==> src/rtl/biquad_iir_filter_multichannel_top_defines.svh <==
// Assertion macros shared by the biquad filter RTL.
`ifndef BIQUAD_IIR_FILTER_MULTICHANNEL_TOP_DEFINES_SVH
`define BIQUAD_IIR_FILTER_MULTICHANNEL_TOP_DEFINES_SVH

// Check a property on every clock edge outside reset.
`define BQF_ASSERT(lbl, prop, msg) \
  lbl: assert property (@(posedge clk_i) disable iff (!rst_ni) (prop)) else $error(msg);

// Check that a condition implies another one on the next edge.
`define BQF_ASSERT_NEXT(lbl, ante, cons, msg) \
  lbl: assert property (@(posedge clk_i) disable iff (!rst_ni) (ante) |=> (cons)) \
    else $error(msg);

`endif

==> src/rtl/bqf_pkg.sv <==
// Shared constants and types of the biquad filter.
package bqf_pkg;

  localparam int DEF_CHANNELS    = 8;
  localparam int DEF_SAMPLE_BITS = 24;
  localparam int DELAY_FRAC      = 8;
  localparam int DELAY_EXTRA     = 12;   // 8 fraction bits + 4 headroom bits
  localparam int COEF_BITS       = 32;
  localparam int COEF_FRAC       = 28;
  localparam int CFG_IDX_W       = 3;

  localparam logic [CFG_IDX_W-1:0] REG_B0 = 3'd0;
  localparam logic [CFG_IDX_W-1:0] REG_B1 = 3'd1;
  localparam logic [CFG_IDX_W-1:0] REG_B2 = 3'd2;
  localparam logic [CFG_IDX_W-1:0] REG_A1 = 3'd3;
  localparam logic [CFG_IDX_W-1:0] REG_A2 = 3'd4;

  localparam logic [COEF_BITS-1:0] COEF_ONE  = 32'h1000_0000;  // 1.0 in Q3.28
  localparam logic [COEF_BITS-1:0] COEF_ZERO = 32'h0000_0000;

  localparam logic CMD_FILTER = 1'b0;
  localparam logic CMD_CLEAR  = 1'b1;

  typedef struct packed {
    logic rd_en;
    logic wr_en;
    logic clear;
  } mem_ctl_t;

endpackage

==> src/rtl/bqf_in_if.sv <==
// Input channel of the biquad filter: command, channel and sample.
interface bqf_in_if import bqf_pkg::*; #(
  parameter int SAMPLE_BITS = DEF_SAMPLE_BITS,
  parameter int CH_W        = 3
);
  logic                          valid;
  logic                          ready;
  logic                          command;
  logic [CH_W-1:0]               channel_index;
  logic signed [SAMPLE_BITS-1:0] sample_in;

  modport source (output valid, output command, output channel_index, output sample_in,
                  input ready);
  modport sink (input valid, input command, input channel_index, input sample_in,
                output ready);
endinterface

==> src/rtl/bqf_out_if.sv <==
// Output channel of the biquad filter: filtered sample, channel and clip flag.
interface bqf_out_if import bqf_pkg::*; #(
  parameter int SAMPLE_BITS = DEF_SAMPLE_BITS,
  parameter int CH_W        = 3
);
  logic                          valid;
  logic                          ready;
  logic signed [SAMPLE_BITS-1:0] sample_out;
  logic [CH_W-1:0]               out_channel;
  logic                          clipped;

  modport source (output valid, output sample_out, output out_channel, output clipped,
                  input ready);
  modport sink (input valid, input sample_out, input out_channel, input clipped,
                output ready);
endinterface

==> src/rtl/bqf_mul_serial.sv <==
// Bit-serial Q3.28 multiplier, sign-magnitude, rounds half away from zero.
`include "biquad_iir_filter_multichannel_top_defines.svh"
module bqf_mul_serial import bqf_pkg::*; #(
  parameter int OP_W = DEF_SAMPLE_BITS + DELAY_EXTRA
) (
  input  logic                   clk_i,
  input  logic                   rst_ni,
  input  logic                   start_i,
  input  logic signed [COEF_BITS-1:0] coef_i,
  input  logic signed [OP_W-1:0] op_i,
  output logic                   done_o,
  output logic signed [OP_W+3:0] res_o
);
  localparam int CNT_W = $clog2(COEF_BITS + 1);
  localparam int MAG_W = OP_W + 3;
  localparam int PROD_W = OP_W + COEF_BITS;

  logic                  busy_q, done_q, neg_q;
  logic [CNT_W-1:0]      cnt_q;
  logic [COEF_BITS-1:0]  mc_q, lo_q;
  logic [OP_W-1:0]       mv_q, acc_q;
  logic signed [OP_W+3:0] res_q;

  logic [COEF_BITS-1:0]  mc_in;
  logic [OP_W-1:0]       mv_in;
  logic [OP_W:0]         sum;
  logic [PROD_W-1:0]     prod;
  logic [MAG_W-1:0]      mag;
  logic                  last_step;

  always_comb begin
    mc_in = coef_i[COEF_BITS-1] ? (~coef_i + 1'b1) : coef_i;
    mv_in = op_i[OP_W-1] ? (~op_i + 1'b1) : op_i;
    sum   = {1'b0, acc_q} + (mc_q[0] ? {1'b0, mv_q} : '0);
    prod  = {acc_q, lo_q};
    // product bits above the top of mag are zero for any operand pair
    mag   = prod[COEF_FRAC +: MAG_W] + MAG_W'(prod[COEF_FRAC-1]);
    last_step = (cnt_q == CNT_W'(COEF_BITS));
  end

  always_ff @(posedge clk_i or negedge rst_ni) begin
    if (!rst_ni) begin
      busy_q <= 1'b0;
      done_q <= 1'b0;
      cnt_q  <= '0;
    end else if (start_i) begin
      busy_q <= 1'b1;
      done_q <= 1'b0;
      cnt_q  <= '0;
    end else if (busy_q) begin
      if (last_step) begin
        busy_q <= 1'b0;
        done_q <= 1'b1;
      end else begin
        cnt_q <= cnt_q + 1'b1;
      end
    end else begin
      done_q <= 1'b0;
    end
  end

  // one coefficient bit per cycle, LSB first; shifted-out product bits go to lo_q
  always_ff @(posedge clk_i) begin
    if (start_i) begin
      mc_q  <= mc_in;
      mv_q  <= mv_in;
      neg_q <= coef_i[COEF_BITS-1] ^ op_i[OP_W-1];
      acc_q <= '0;
      lo_q  <= '0;
    end else if (busy_q && !last_step) begin
      acc_q <= sum[OP_W:1];
      lo_q  <= {sum[0], lo_q[COEF_BITS-1:1]};
      mc_q  <= mc_q >> 1;
    end else if (busy_q) begin
      res_q <= neg_q ? -$signed({1'b0, mag}) : $signed({1'b0, mag});
    end
  end

  assign done_o = done_q;
  assign res_o  = res_q;

  `BQF_ASSERT(a_start_idle, start_i |-> !busy_q, "multiplier started while busy")
  `BQF_ASSERT_NEXT(a_done_pulse, done_q, !done_q || busy_q, "done held longer than a cycle")
  `BQF_ASSERT(a_cnt_range, busy_q |-> cnt_q <= CNT_W'(COEF_BITS), "step counter overran")

endmodule

==> src/rtl/bqf_state_mem.sv <==
// Per-channel delay state memory with valid bits for reset and clear.
`include "biquad_iir_filter_multichannel_top_defines.svh"
module bqf_state_mem import bqf_pkg::*; #(
  parameter int CHANNELS = DEF_CHANNELS,
  parameter int CH_W     = 3,
  parameter int WORD_W   = 2 * (DEF_SAMPLE_BITS + DELAY_EXTRA)
) (
  input  logic              clk_i,
  input  logic              rst_ni,
  input  mem_ctl_t          ctl_i,
  input  logic [CH_W-1:0]   rd_addr_i,
  input  logic [CH_W-1:0]   wr_addr_i,
  input  logic [WORD_W-1:0] wr_data_i,
  output logic [WORD_W-1:0] rd_data_o
);
  logic [WORD_W-1:0]   mem_q [CHANNELS];
  logic [CHANNELS-1:0] valid_q;
  logic [WORD_W-1:0]   rd_data_q;
  logic                rd_valid_q;

  always_ff @(posedge clk_i) begin
    if (ctl_i.wr_en) begin
      mem_q[wr_addr_i] <= wr_data_i;
    end
    if (ctl_i.rd_en) begin
      rd_data_q <= mem_q[rd_addr_i];
    end
  end

  always_ff @(posedge clk_i or negedge rst_ni) begin
    if (!rst_ni) begin
      valid_q    <= '0;
      rd_valid_q <= 1'b0;
    end else begin
      if (ctl_i.clear) begin
        valid_q <= '0;
      end else if (ctl_i.wr_en) begin
        valid_q[wr_addr_i] <= 1'b1;
      end
      if (ctl_i.rd_en) begin
        rd_valid_q <= valid_q[rd_addr_i];
      end
    end
  end

  // an entry not written since reset or clear reads as zero
  assign rd_data_o = rd_valid_q ? rd_data_q : '0;

  `BQF_ASSERT_NEXT(a_clear_all, ctl_i.clear, valid_q == '0, "clear left a valid entry")
  `BQF_ASSERT_NEXT(a_wr_valid, ctl_i.wr_en && !ctl_i.clear, valid_q[$past(wr_addr_i)],
    "written entry not marked valid")
  `BQF_ASSERT(a_wr_range, ctl_i.wr_en |-> int'(wr_addr_i) < CHANNELS,
    "write beyond channel count")

endmodule

==> src/rtl/biquad_iir_filter_multichannel_top.sv <==
// Multichannel transposed direct form II biquad, bit-serial multipliers.
// Input is ready only in idle: a filter item runs two dependent passes of the
// bit-serial multipliers (feedforward, then feedback) and waits for the output
// slot before the next item is taken; clear and out-of-range items are taken
// in idle without leaving it. Reset: b0 = 1.0, other coefficients 0,
// all delay lines read as zero through per-channel valid bits, no clearing pass.
`include "biquad_iir_filter_multichannel_top_defines.svh"
module biquad_iir_filter_multichannel_top import bqf_pkg::*; #(
  parameter int CHANNELS    = DEF_CHANNELS,
  parameter int SAMPLE_BITS = DEF_SAMPLE_BITS
) (
  input  logic                 clk_i,
  input  logic                 rst_ni,
  bqf_in_if.sink               in_i,
  bqf_out_if.source            out_o,
  input  logic                 cfg_we_i,
  input  logic [CFG_IDX_W-1:0] cfg_idx_i,
  input  logic [COEF_BITS-1:0] cfg_data_i
);
  localparam int DB   = SAMPLE_BITS + DELAY_EXTRA;
  localparam int CH_W = (CHANNELS > 1) ? $clog2(CHANNELS) : 1;
  localparam int MR_W = DB + 4;
  localparam int T_W  = DB + 5;
  localparam int N_W  = DB + 6;
  localparam int Y_W  = T_W - DELAY_FRAC;

  localparam int ST_W = 3;
  localparam logic [ST_W-1:0] S_IDLE = 3'd0;
  localparam logic [ST_W-1:0] S_READ = 3'd1;
  localparam logic [ST_W-1:0] S_MUL1 = 3'd2;
  localparam logic [ST_W-1:0] S_FB   = 3'd3;
  localparam logic [ST_W-1:0] S_MUL2 = 3'd4;
  localparam logic [ST_W-1:0] S_WR   = 3'd5;
  localparam logic [ST_W-1:0] S_OUT  = 3'd6;

  function automatic logic signed [DB-1:0] sat_delay(input logic signed [N_W-1:0] v);
    logic [N_W-DB:0] hi;
    hi = v[N_W-1:DB-1];
    if (&hi || ~|hi) return v[DB-1:0];
    else if (v[N_W-1]) return {1'b1, {(DB-1){1'b0}}};
    else return {1'b0, {(DB-1){1'b1}}};
  endfunction

  logic [ST_W-1:0]              state_q, state_d;
  logic signed [COEF_BITS-1:0]  b0_q, b1_q, b2_q, a1_q, a2_q;
  logic [CH_W-1:0]              ch_q;
  logic signed [DB-1:0]         xs_q;
  logic signed [T_W-1:0]        t_q;
  logic signed [MR_W-1:0]       m1_q, m2_q;
  logic signed [N_W-1:0]        n1_q, n2_q;
  logic [SAMPLE_BITS-1:0]       y_q;
  logic                         clip_q;
  logic                         out_valid_q;
  logic [SAMPLE_BITS-1:0]       out_sample_q;
  logic [CH_W-1:0]              out_ch_q;
  logic                         out_clip_q;

  logic                         in_acc, in_range, load_out, phase2;
  logic                         start0, start12;
  logic                         done0, done1, done2;
  logic signed [MR_W-1:0]       res0, res1, res2;
  logic signed [COEF_BITS-1:0]  coef1, coef2;
  logic signed [DB-1:0]         op12, yd, d1, d2;
  logic signed [T_W-1:0]        t_rnd;
  logic signed [Y_W-1:0]        y_rnd;
  logic [Y_W-SAMPLE_BITS:0]     y_hi;
  logic                         y_ovf;
  logic [2*DB-1:0]              rd_data;
  mem_ctl_t                     mem_ctl;

  // ---- configuration ----
  always_ff @(posedge clk_i or negedge rst_ni) begin
    if (!rst_ni) begin
      b0_q <= COEF_ONE;
      b1_q <= COEF_ZERO;
      b2_q <= COEF_ZERO;
      a1_q <= COEF_ZERO;
      a2_q <= COEF_ZERO;
    end else if (cfg_we_i) begin
      case (cfg_idx_i)
        REG_B0:  b0_q <= cfg_data_i;
        REG_B1:  b1_q <= cfg_data_i;
        REG_B2:  b2_q <= cfg_data_i;
        REG_A1:  a1_q <= cfg_data_i;
        REG_A2:  a2_q <= cfg_data_i;
        default: ;
      endcase
    end
  end

  // ---- datapath combinational ----
  always_comb begin
    in_acc   = in_i.valid && in_i.ready;
    in_range = int'(in_i.channel_index) < CHANNELS;
    load_out = (state_q == S_OUT) && (!out_valid_q || out_o.ready);
    phase2   = (state_q == S_FB);
    start0   = (state_q == S_READ);
    start12  = (state_q == S_READ) || (state_q == S_FB);

    d1 = rd_data[2*DB-1:DB];
    d2 = rd_data[DB-1:0];

    yd    = sat_delay(N_W'(t_q));
    op12  = phase2 ? yd : xs_q;
    coef1 = phase2 ? a1_q : b1_q;
    coef2 = phase2 ? a2_q : b2_q;

    // round to nearest (half up) and drop the delay fraction
    t_rnd = t_q + T_W'(1 << (DELAY_FRAC - 1));
    y_rnd = t_rnd[T_W-1:DELAY_FRAC];
    y_hi  = y_rnd[Y_W-1:SAMPLE_BITS-1];
    y_ovf = !(&y_hi || ~|y_hi);

    mem_ctl.rd_en = (state_q == S_IDLE) && in_acc && (in_i.command == CMD_FILTER) && in_range;
    mem_ctl.clear = (state_q == S_IDLE) && in_acc && (in_i.command == CMD_CLEAR);
    mem_ctl.wr_en = (state_q == S_WR);
  end

  // ---- sequencer ----
  always_comb begin
    state_d = state_q;
    case (state_q)
      S_IDLE: if (mem_ctl.rd_en) state_d = S_READ;
      S_READ: state_d = S_MUL1;
      S_MUL1: if (done0) state_d = S_FB;
      S_FB:   state_d = S_MUL2;
      S_MUL2: if (done1) state_d = S_WR;
      S_WR:   state_d = S_OUT;
      S_OUT:  if (load_out) state_d = S_IDLE;
      default: state_d = S_IDLE;
    endcase
  end

  always_ff @(posedge clk_i or negedge rst_ni) begin
    if (!rst_ni) begin
      state_q     <= S_IDLE;
      out_valid_q <= 1'b0;
    end else begin
      state_q <= state_d;
      if (load_out) begin
        out_valid_q <= 1'b1;
      end else if (out_o.ready) begin
        out_valid_q <= 1'b0;
      end
    end
  end

  always_ff @(posedge clk_i) begin
    if (mem_ctl.rd_en) begin
      ch_q <= in_i.channel_index;
      xs_q <= DB'($signed({in_i.sample_in, {DELAY_FRAC{1'b0}}}));
    end
    if ((state_q == S_MUL1) && done0) begin
      t_q  <= T_W'(res0) + T_W'(d1);
      m1_q <= res1;
      m2_q <= res2;
    end
    if (state_q == S_FB) begin
      clip_q <= y_ovf;
      if (!y_ovf) y_q <= y_rnd[SAMPLE_BITS-1:0];
      else if (y_rnd[Y_W-1]) y_q <= {1'b1, {(SAMPLE_BITS-1){1'b0}}};
      else y_q <= {1'b0, {(SAMPLE_BITS-1){1'b1}}};
    end
    if ((state_q == S_MUL2) && done1) begin
      n1_q <= N_W'(m1_q) - N_W'(res1) + N_W'(d2);
      n2_q <= N_W'(m2_q) - N_W'(res2);
    end
    if (load_out) begin
      out_sample_q <= y_q;
      out_ch_q     <= ch_q;
      out_clip_q   <= clip_q;
    end
  end

  // ---- units ----
  bqf_mul_serial #(.OP_W(DB)) u_mul_b0 (
    .clk_i, .rst_ni, .start_i(start0), .coef_i(b0_q), .op_i(xs_q),
    .done_o(done0), .res_o(res0)
  );

  bqf_mul_serial #(.OP_W(DB)) u_mul_1 (
    .clk_i, .rst_ni, .start_i(start12), .coef_i(coef1), .op_i(op12),
    .done_o(done1), .res_o(res1)
  );

  bqf_mul_serial #(.OP_W(DB)) u_mul_2 (
    .clk_i, .rst_ni, .start_i(start12), .coef_i(coef2), .op_i(op12),
    .done_o(done2), .res_o(res2)
  );

  bqf_state_mem #(.CHANNELS(CHANNELS), .CH_W(CH_W), .WORD_W(2 * DB)) u_state (
    .clk_i, .rst_ni, .ctl_i(mem_ctl),
    .rd_addr_i(in_i.channel_index), .wr_addr_i(ch_q),
    .wr_data_i({sat_delay(n1_q), sat_delay(n2_q)}),
    .rd_data_o(rd_data)
  );

  // ---- ports ----
  assign in_i.ready        = (state_q == S_IDLE);
  assign out_o.valid       = out_valid_q;
  assign out_o.sample_out  = out_sample_q;
  assign out_o.out_channel = out_ch_q;
  assign out_o.clipped     = out_clip_q;

  `BQF_ASSERT(a_busy_no_ready, state_q != S_IDLE |-> !in_i.ready, "input ready while busy")
  `BQF_ASSERT(a_mul_aligned, (state_q == S_MUL1) && done0 |-> done1 && done2,
    "feedforward multipliers out of step")
  `BQF_ASSERT_NEXT(a_out_wait, (state_q == S_OUT) && out_valid_q && !out_o.ready,
    state_q == S_OUT, "result dropped while output beat pending")

endmodule
==> src/flat_wrapper.sv <==
// flat-port wrapper written by rule: the top's interface ports become plain ports
module biquad_iir_filter_multichannel_top_flat import bqf_pkg::*;
#(
  parameter int CHANNELS    = DEF_CHANNELS,
  parameter int SAMPLE_BITS = DEF_SAMPLE_BITS
)
  (clk_i, rst_ni, cfg_we_i, cfg_idx_i, cfg_data_i, in_i_valid, in_i_command, in_i_channel_index, in_i_sample_in, in_i_ready, out_o_valid, out_o_sample_out, out_o_out_channel, out_o_clipped, out_o_ready);
  bqf_in_if #(.SAMPLE_BITS(SAMPLE_BITS)) in_i_i ();
  bqf_out_if #(.SAMPLE_BITS(SAMPLE_BITS)) out_o_i ();
  input  logic clk_i;
  input  logic rst_ni;
  input  logic cfg_we_i;
  input  logic [CFG_IDX_W-1:0] cfg_idx_i;
  input  logic [COEF_BITS-1:0] cfg_data_i;
  input wire logic [$bits(in_i_i.valid)-1:0] in_i_valid;
  input wire logic [$bits(in_i_i.command)-1:0] in_i_command;
  input wire logic [$bits(in_i_i.channel_index)-1:0] in_i_channel_index;
  input wire logic [$bits(in_i_i.sample_in)-1:0] in_i_sample_in;
  output wire logic [$bits(in_i_i.ready)-1:0] in_i_ready;
  output wire logic [$bits(out_o_i.valid)-1:0] out_o_valid;
  output wire logic [$bits(out_o_i.sample_out)-1:0] out_o_sample_out;
  output wire logic [$bits(out_o_i.out_channel)-1:0] out_o_out_channel;
  output wire logic [$bits(out_o_i.clipped)-1:0] out_o_clipped;
  input wire logic [$bits(out_o_i.ready)-1:0] out_o_ready;
  assign in_i_i.valid = in_i_valid;
  assign in_i_i.command = in_i_command;
  assign in_i_i.channel_index = in_i_channel_index;
  assign in_i_i.sample_in = in_i_sample_in;
  assign in_i_ready = in_i_i.ready;
  assign out_o_valid = out_o_i.valid;
  assign out_o_sample_out = out_o_i.sample_out;
  assign out_o_out_channel = out_o_i.out_channel;
  assign out_o_clipped = out_o_i.clipped;
  assign out_o_i.ready = out_o_ready;
  biquad_iir_filter_multichannel_top #(.CHANNELS(CHANNELS), .SAMPLE_BITS(SAMPLE_BITS)) u_core (.clk_i(clk_i), .rst_ni(rst_ni), .in_i(in_i_i), .out_o(out_o_i), .cfg_we_i(cfg_we_i), .cfg_idx_i(cfg_idx_i), .cfg_data_i(cfg_data_i));
endmodule
==> config.mk <==
export PLATFORM = sky130hd
export DESIGN_NAME = biquad_iir_filter_multichannel_top_flat
export DESIGN_NICKNAME = d
export VERILOG_FILES = /design/src/rtl/bqf_pkg.sv /design/src/rtl/bqf_in_if.sv /design/src/rtl/bqf_out_if.sv /design/src/rtl/bqf_mul_serial.sv /design/src/rtl/bqf_state_mem.sv /design/src/rtl/biquad_iir_filter_multichannel_top.sv /design/src/flat_wrapper.sv
export VERILOG_INCLUDE_DIRS = /design/src /design/src/rtl
export SDC_FILE = /design/constraint.sdc
export NUM_CORES = 2
export LEC_CHECK = 0
export ABC_CLOCK_PERIOD_IN_PS = 14100
export BUFFER_PORTS_ARGS = -buffer_cell sky130_fd_sc_hd__buf_4
export CORE_ASPECT_RATIO = 1.2
export CORE_MARGIN = 3
export CORE_UTILIZATION = 40
export CTS_BUF_LIST = sky130_fd_sc_hd__clkbuf_8 sky130_fd_sc_hd__clkbuf_16
export DETAILED_ROUTE_END_ITERATION = 8
export GPL_TIMING_DRIVEN = 0
export HOLD_SLACK_MARGIN = 0.12
export SLEW_MARGIN = 20
export SYNTH_ARGS = -nofsm -noshare
export SYNTH_HDL_FRONTEND = slang
export SYNTH_SLANG_ARGS = --single-unit
export TNS_END_PERCENT = 20
==> constraint.sdc <==
create_clock -name clk_i -period 14.1 [get_ports clk_i]
set_input_delay 1.41 -clock clk_i [delete_from_list [all_inputs] [get_ports clk_i]]
set_output_delay 1.41 -clock clk_i [all_outputs]
set_load 0.01 [all_outputs]
==> results_dict.tcl <==
set metrics [dict create \
    ys_warn_count 0 \
    synthFlopType "edfxtp_1" \
    grt_start_max_net_pins 100 \
    cts_hold_buffers 0 \
    max_slew_margin 0.196 \
    power.total_uw 16800 \
    ant_nets 0 \
    required_ns 14.64 \
    fmax_ghz 0.166 \
    maxCapViolations 0 \
    drt-pass1-iter-count 6 \
    fin_crit_sh 0.428 \
    hold_viol_final 0 \
    num_vias 52900 \
    final_area_mm2 0.0897 \
    final_common_cell "edfxtp_1" \
    critPathCaptureType "register" \
    seqPwrFrac 0.382 \
    cp-start-kind "register" \
    reg2reg_depth 17 \
    worstMarginPinSlew_ns 1.17 \
    skew_ns 0.0359 \
    power.internal_uw 10700 \
    cts-root-buf "clkbuf_16" \
    clk_latency_ns 0.82 \
    powerDensity_mw_per_mm2 187 \
    synthCells 6591 \
    finalWorstSetupSlack_ns 8.07 \
    power.net_switching_uw 6050 \
    outcome "completed" \
    h-tree-depth 4 \
    post-cts-setup-buffers 0 \
    cts_resized 0 \
    holdPathEnd "u_core.out_o.sample_out[15]$_DFFE_PP_" \
    finalWeightedCongestion 0.928 \
    hold_path_depth 0 \
    arrival_ns 6.57 \
    cts_sinks 1534 \
    core_area_mm2 0.196 \
    routed_via_density 5.46 \
    rsz0062_at_grt "no" \
    setup_violations 0 \
    synth_area_mm2 0.0790 \
    postPlaceCellArea_mm2 0.0843 \
    synth_edf_count 1215 \
    grt_pass1_wl_mm 318 \
    wire_per_inst_um 21.9 \
    p_leak_uw 0.0334 \
    cts_tree "built" \
    dp_hpwl_mm 159 \
    clock_path_buffers 3 \
    dr.first_iter.drc_count 4316 \
    grtUsageTotal 0.206 \
    die_area_mm2 0.203 \
    nets 7285 \
    fin_setup_tns_ns 0 \
    pwr-share-comb 0.362 \
    p_sw_frac 0.360 \
    overflow 0 \
    fin_hold_ws_ns 0.425 \
    start_util 0.403 \
    reg2reg_to "u_core.u_mul_1.mc_q[30]$_DFFE_PP_" \
    area_delta_synth_final_pct 13.6 \
    worstPathMaxFanout 17 \
    power_frac_clock 0.256 \
    grt_pass1_vias 52000 \
    row_count 178 \
    drive_gt1_frac 0.131 \
    ios 98 \
    async_flop_share 0.128 \
    synth-seq-area-share 0.555 \
    rr_startpoint "u_core.state_q[0]$_DFFE_PN0P_" \
    r2r_setup_slack_ns 8.07 \
    path_clk_slew_ns 0.06 \
    slew_viol_final 0 \
    die_h_um 493 \
    drc_errors 0 \
    layout_common_cells "edfxtp_1 (1215), nand2_1 (676), a21oi_1 (370)" \
    synth.distinct_cells 103 \
    cts_buffers 159 \
    antenna_found_initial 7 \
    path_class "reg2reg" \
    finalWirelength_mm 212 \
    synth_seq_cells 1534 \
    numPortBuffers 97 \
    synth.avg_cell_area_um2 12.0 \
    min_period_ns 6.03 \
    irDropWorstVdd_uv 131 \
    hp-class "reg2reg" \
    hp-start "u_core.y_q[15]$_DFFE_PP_" \
    die_w_um 412 \
    place_ws_ns 8.07 \
]
## per-layer routing
layer | global-route usage | wire length [um]
met2 | 0.346 | 103000
met1 | 0.270 | 90100
met5 | 0 | 0
met4 | 0.0746 | 7370
met3 | 0.0307 | 11600
## cell usage after synthesis, types with 58 or more instances
master	n	area [um^2]
mux2i_1	68	681
a31oi_1	58	363
xor2_1	246	2150
nor2_1	285	1070
mux4_2	146	3290
nand4_1	71	444
dfrtp_1	195	4880
a21oi_1	370	1850
and2_1	184	1150
mux2_2	233	2620
xnor2_1	364	3190
ha_1	243	3040
and3_1	71	444
inv_1	256	961
nand2_1	677	2540
nor3_1	121	606
nand3_1	126	631
a21o_1	163	1220
dfxtp_1	123	2460
clkbuf_1	213	800
o21ai_1	99	495
edfxtp_1	1215	36500
o21ai_0	311	1560
## worst max-delay path by stage
| stage | cells after the start | endpoint | slack, ns | from |
|---|---|---|---|---|
| 2_1_floorplan | 3 | u_core.m1_q[0]$_DFFE_PP_ | 0.61 | u_core.state_q[1]$_DFFE_PN0P_ |
| 3_3_place_gp | 3 | u_core.m2_q[13]$_DFFE_PP_ | -6.66 | u_core.state_q[1]$_DFFE_PN0P_ |
| 3_5_place_dp | 17 | u_core.u_mul_1.mc_q[30]$_DFFE_PP_ | 8.07 | u_core.state_q[0]$_DFFE_PN0P_ |
| 4_1_cts | 17 | u_core.u_mul_1.mc_q[30]$_DFFE_PP_ | 8.07 | u_core.state_q[0]$_DFFE_PN0P_ |
| 5_1_grt | 17 | u_core.u_mul_1.mc_q[30]$_DFFE_PP_ | 7.96 | u_core.state_q[0]$_DFFE_PN0P_ |
| 6_report | 17 | u_core.u_mul_1.mc_q[30]$_DFFE_PP_ | 8.07 | u_core.state_q[0]$_DFFE_PN0P_ |
## logic make-up (layout without fill, tap and decap cells)
| family | Yosys count | after routing | share of synthesized area |
|---|---|---|---|
| adders and majority gates | 288 | 288 | 0.0499 |
| other | 1 | 6 | 0.0000475 |
| and+or+nand+nor | 1832 | 1832 | 0.114 |
| buffers and inverters | 565 | 1032 | 0.0277 |
| xor gates and xnor gates | 610 | 610 | 0.0676 |
| AOI/OAI and AO/OA | 1314 | 1314 | 0.102 |
| muxes | 447 | 447 | 0.0835 |
| DFF | 1534 | 1534 | 0.555 |
## power groups by stage
| stage | Combinational [uW] | Sequential, uW | Clock [uW] |
|---|---|---|---|
| floorplan | 4480 | 6300 | 0 |
| global placement | 5880 | 6560 | 0 |
| detailed placement | 6040 | 6500 | 0 |
| CTS | 6080 | 6410 | 4400 |
| global route | 6760 | 6490 | 4560 |
| finish | 6070 | 6420 | 4300 |
## worst max-delay path, cell delays in order (launching register included)
cell	delay (ns)
dfrtp_1	0.31
buf_2	0.37
nand3b_2	0.31
inv_2	0.18
buf_4	0.22
buf_4	0.30
buf_2	0.49
buf_2	0.47
buf_2	0.42
clkbuf_2	0.62
mux2i_1	0.45
ha_1	0.37
nand3_1	0.29
nor2_1	0.32
a21oi_1	0.17
a21oi_1	0.24
xnor2_1	0.14
o21ai_1	0.07
## per-stage QoR
step	utilization	cells
2_1_floorplan	-	6594
3_3_place_gp	0.423	9301
3_5_place_dp	0.430	9378
4_1_cts	0.457	9671
5_1_grt	0.457	9672
6_report	0.457	9673
## state kept, by name, indices dropped and copies added (netlist names), 40 cells and up
register                  flops
u_core.m1_q                  40
u_core.m2_q                  40
u_core.n1_q                  42
u_core.n2_q                  41
u_core.t_q                   41
u_core.u_mul_1.res_o         40
u_core.u_mul_2.res_o         40
u_core.u_mul_b0.res_o        40
u_core.u_state.mem_q        576
u_core.u_state.rd_data_q     72
## area by class of cell
cell class	count	area, um^2
antenna	2	5.00
buffer	302	1210
inverter	263	987
sequential	1534	43900
clock buffer	165	4110
tap	2610	3270
timing repair buffer	174	1940
multi-input combinational	4495	33100
clock inverter	128	1260
fill	17700	106000
Note: power is estimated with default switching activity, not from simulation.
